$ cat src/hdl/ssi_pkg.sv
// shared types, codes and constants for the shape segment intersection block
package ssi_pkg;

  localparam int AW = 70;

  localparam logic [1:0] OP_VERTEX  = 2'd0;
  localparam logic [1:0] OP_SEGMENT = 2'd1;
  localparam logic [1:0] OP_QUERY   = 2'd2;

  localparam logic [2:0] CFG_POS_X  = 3'd0;
  localparam logic [2:0] CFG_POS_Y  = 3'd1;
  localparam logic [2:0] CFG_SIN    = 3'd2;
  localparam logic [2:0] CFG_COS    = 3'd3;
  localparam logic [2:0] CFG_SCALE  = 3'd4;
  localparam logic [2:0] CFG_NUM_V  = 3'd5;
  localparam logic [2:0] CFG_NUM_S  = 3'd6;

  localparam logic [4:0] CALC_LAST  = 5'd24;
  localparam logic [4:0] DIV_LAST   = 5'd15;
  localparam logic [4:0] PT_LAST    = 5'd2;

  typedef enum logic [3:0] {
    ST_IDLE, ST_SEG, ST_VA, ST_VB, ST_VC, ST_CALC, ST_DIV, ST_PT, ST_FIN
  } state_t;

  typedef struct packed {
    logic [1:0]         op;
    logic [4:0]         slot;
    logic signed [31:0] x;
    logic signed [31:0] y;
    logic signed [31:0] end_x;
    logic signed [31:0] end_y;
    logic [4:0]         first_vertex;
    logic [4:0]         second_vertex;
  } in_t;

  typedef struct packed {
    logic               hit;
    logic [15:0]        t_out;
    logic signed [31:0] hit_x;
    logic signed [31:0] hit_y;
  } out_t;

  typedef struct packed {
    logic               vtx_we;
    logic               seg_we;
    logic [4:0]         slot;
    logic signed [31:0] x;
    logic signed [31:0] y;
    logic [4:0]         first;
    logic [4:0]         second;
  } store_wr_t;

endpackage

$ cat src/hdl/ssi_store.sv
// vertex and segment memories with registered reads
module ssi_store #(
  parameter int MAX_VERTICES = 32,
  parameter int MAX_SEGMENTS = 32,
  localparam int VAW = (MAX_VERTICES > 1) ? $clog2(MAX_VERTICES) : 1,
  localparam int SAW = (MAX_SEGMENTS > 1) ? $clog2(MAX_SEGMENTS) : 1
) (
  input  logic                      clk,
  input  ssi_pkg::store_wr_t        wr,
  input  logic [VAW-1:0]            vtx_raddr,
  input  logic [SAW-1:0]            seg_raddr,
  output logic signed [31:0]        vtx_x_r,
  output logic signed [31:0]        vtx_y_r,
  output logic [VAW-1:0]            seg_first,
  output logic [VAW-1:0]            seg_second
);

  logic signed [31:0] vx_mem [MAX_VERTICES];
  logic signed [31:0] vy_mem [MAX_VERTICES];
  logic [4:0]         sf_mem [MAX_SEGMENTS];
  logic [4:0]         se_mem [MAX_SEGMENTS];
  logic [4:0]         sf_r, se_r;
  logic [VAW-1:0]     mod_tab [32];

  // vertex index folded into the vertex range
  for (genvar g = 0; g < 32; g++) begin : g_mod
    assign mod_tab[g] = VAW'(g % MAX_VERTICES);
  end

  always_ff @(posedge clk) begin
    if (wr.vtx_we && (32'(wr.slot) < MAX_VERTICES)) begin
      vx_mem[VAW'(wr.slot)] <= wr.x;
      vy_mem[VAW'(wr.slot)] <= wr.y;
    end
    vtx_x_r <= vx_mem[vtx_raddr];
    vtx_y_r <= vy_mem[vtx_raddr];
  end

  always_ff @(posedge clk) begin
    if (wr.seg_we && (32'(wr.slot) < MAX_SEGMENTS)) begin
      sf_mem[SAW'(wr.slot)] <= wr.first;
      se_mem[SAW'(wr.slot)] <= wr.second;
    end
    sf_r <= sf_mem[seg_raddr];
    se_r <= se_mem[seg_raddr];
  end

  assign seg_first  = mod_tab[sf_r];
  assign seg_second = mod_tab[se_r];

endmodule

$ cat config.mk
export PLATFORM = sky130hd
export DESIGN_NAME = ssi_store
export DESIGN_NICKNAME = d
export VERILOG_FILES = /design/src/hdl/ssi_pkg.sv /design/src/hdl/ssi_store.sv
export SDC_FILE = /design/constraint.sdc
export NUM_CORES = 2
export LEC_CHECK = 0
export BUFFER_PORTS_ARGS = -buffer_cell sky130_fd_sc_hd__buf_2
export CAP_MARGIN = 10
export CORE_UTILIZATION = 62
export CTS_CLUSTER_DIAMETER = 50
export DETAILED_ROUTE_END_ITERATION = 6
export HOLD_SLACK_MARGIN = 0.08
export MAX_ROUTING_LAYER = met4
export PLACE_DENSITY_LB_ADDON = 0.25
export SYNTH_ARGS = -nofsm -noshare
export SYNTH_HDL_FRONTEND = slang
export SYNTH_SLANG_ARGS = --single-unit
$ cat constraint.sdc
create_clock -name clk -period 5.7 [get_ports clk]
set_clock_uncertainty 0.15 [all_clocks]
set_input_delay 1.14 -clock clk [delete_from_list [all_inputs] [get_ports clk]]
set_output_delay 1.14 -clock clk [all_outputs]
set_load 0.005 [all_outputs]
==> out/results.txt <==
Max cap viols -> 0
Peak VDD IR -> 0.000377 V
Routability cong. -> 0.808
Leading cell type in the layout, fill and taps excluded -> edfxtp_1
Inst Count DP -> 5,742
Tot GR Track Use -> 0.290
Pwr/cell area -> 355 nW/um2
Synth Register Bits -> 2,442
Crit-path max FO -> 16
Hold Crit Class -> in -> reg
Post-Synth Adder-Cell Area -> 0
Die height -> 387 um
Remaining DRCs -> 0
Worst Path Class, Setup -> in -> reg
Buffers on Ports -> 165
H-tree levels -> 4
Clock slew at reported path FFs -> 60 ps
Syn_nets -> 3,841
Final period util -> 0.567
Worst path cell trace -> buf_2 > nand3b_1 > nor2_4 > buf_4
Fin nets -> 4,147
Antenna viol nets, final -> 0
Worst-Margin Slew -> 1180 ps
CP peak stage delay -> 1090 ps
Synth unique cells -> 29
Avg Vias per Cell -> 6.83
Area growth syn-to-layout -> 11.8%
WL/cell -> 33.7 um
Root Buffer -> clkbuf_16
Critical path's top delay family -> simple AND/OR/NAND/NOR gates
Multi-input gate area -> 18,300 um2
Iteration-0 DRC Markers -> 4,723
Syn Inst Count -> 3,749
Startpoint types -> primary input
Reg area -> 72,600 um2
Status -> complete, no violations
Worst EP arrival -> 3570 ps
Pins Over Slew Limit -> 0
Post-synthesis xor/xnor area fraction -> 0
WP buf/inv -> 2
F_max -> 310 MHz
Final wirelength -> 209 mm
Post-synthesis mux area share -> 0.178
Req. time, crit path -> 6040 ps
Final setup viols -> 0
Post-CTS Setup Bufs -> 0
Largest family of logic cells by synthesized area -> multiplexers
CTS tree -> built
Pin count of the biggest net entering global routing -> 96
Die width -> 387 um
Final min period -> 3230 ps
Pleak -> 32.6 nW
Clock latency on the worst-skew pair -> 840 ps
Gates resized, CTS repair -> 0
Die area -> 150,000 um2
Internal reg-to-reg setup slack -> 3750 ps
Crit. End Element -> register
Register area share after synthesis -> 0.791
Ys Warns -> 0
Final count of hold timing violations -> 0
Post-Synth Simple-Gate Area -> 0.00498
Rel. slew slack -> 0.214
Critical path's slowest cell -> nor2_4
Initial antenna violation count -> 13
RSZ-0062 raised after global routing -> no
Vias in the first global route -> 42,800
Post-Syn Area -> 91,800 um2
Grt ovf -> 0
Avg Synthesized Cell Area -> 24.5 um2
Longest Clk Path Bufs -> 3
Hold Buf Count CTS -> 0
Initial core utilization -> 0.627
Finished Layout Cells -> 6,184
CTS Buf Count -> 228
# IOs -> 166
Std-Cell Rows -> 140
Commonest cells after routing, fill and taps aside -> edfxtp_1, mux4_2, clkbuf_16, mux2i_1, buf_2
Vias after detailed routing -> 42,200
Setup TNS -> 0 ps
First-pass GRT wire length -> 299 mm
Total core area -> 146,000 um2
Fill cells -> 8,197
Final HPWL DP -> 106 mm
# clock sinks -> 2,442
Synth Area in Compound Gates -> 0.0137
Layout Utilization -> 0.702
DRT Pass-1 Iters -> 6
Share of layout cells above drive strength 1 -> 0.298
registers in the layout (all words and copies together), names as in the netlist:
name	cells
vtx_x_r	32
se_r	5
sf_r	5
sf_mem	160
vx_mem	1024
se_mem	160
vy_mem	1024
vtx_y_r	32
stage by stage:
stage / total power [W] / hold slack, ps / setup WS [ps] / cell area [um2]
5_1_grt: 0.0374 / 621 / 2460 / 103000
2_1_floorplan: 0.0214 / 655 / 401 / 91800
6_report: 0.0364 / 622 / 2470 / 103000
4_1_cts: 0.0366 / 586 / 2560 / 103000
3_5_place_dp: 0.0222 / 708 / 1720 / 95400
3_3_place_gp: 0.0221 / 694 / 1720 / 95400
area by class of cell:
type	count	share of cell area
well taps	1917	0.0234
clock inverters	121	0.00980
repair buffers	277	0.0199
flip-flops and latches	2442	0.707
inverters	1	0.0000610
clock buffers	304	0.0606
multi-input cells	1105	0.179
diodes	17	0.000415
routing by layer:
metal / share of wire / GRT usage / vias up
met5: 0 / - / -
met4: 0.030 / 0.0976 / 0
met3: 0.096 / 0.0621 / 386
met2: 0.50 / 0.452 / 2462
met1: 0.38 / 0.388 / 22600
li1: - / - / 16800
kinds of logic after synthesis:
| family | Yosys count |
|---|---|
| AO/OA/AOI/OAI | 156 |
| buffers and inverters | 202 |
| flip-flops | 2442 |
| multiplexers | 848 |
| AND/OR/NAND/NOR | 101 |
report_power, final:
group	switching (W)	internal, W	leakage, nW
registers	0.000104	0.0200	22.0
clock network	0.00641	0.00823	3.52
logic	0.00102	0.000717	7.11
total	0.00753	0.0289	32.6
synthesized netlist by cell type:
cell type  count  area (um2)
nand3b_1       5        37.5
mux4_2       628       14100
nand3_1        3        15.0
nor2b_1        6        37.5
nor2_1        71         267
nand2b_1       4        25.0
buf_2         61         305
a21oi_1        2        10.0
and2_1         3        18.8
or3b_2         4        35.0
or3_1          1        6.26
a22o_1        34         298
nand2_1        4        15.0
a221oi_1      38         333
buf_6         18         203
dfxtp_1       74        1480
buf_4         35         263
mux2i_1      218        2180
a21o_1         2        15.0
mux2_2         2        22.5
o21a_1        38         285
clkbuf_4       3        22.5
o22ai_1        2        12.5
a22oi_1       38         285
inv_2          1        3.75
buf_1         23        86.3
o221ai_1       2        17.5
clkbuf_1      61         229
edfxtp_1    2368       71100
final timing paths:
path                        from              to  cells after the start
setup / recovery          wr[74]  vy_mem[26][11]                      4
hold / removal            wr[34]  vy_mem[13][24]                      1
setup reg to reg   vx_mem[0][16]     vtx_x_r[16]                      3
hold reg to reg   vy_mem[12][13]     vtx_y_r[13]                      3
Note: power is estimated with default switching activity, not from simulation.
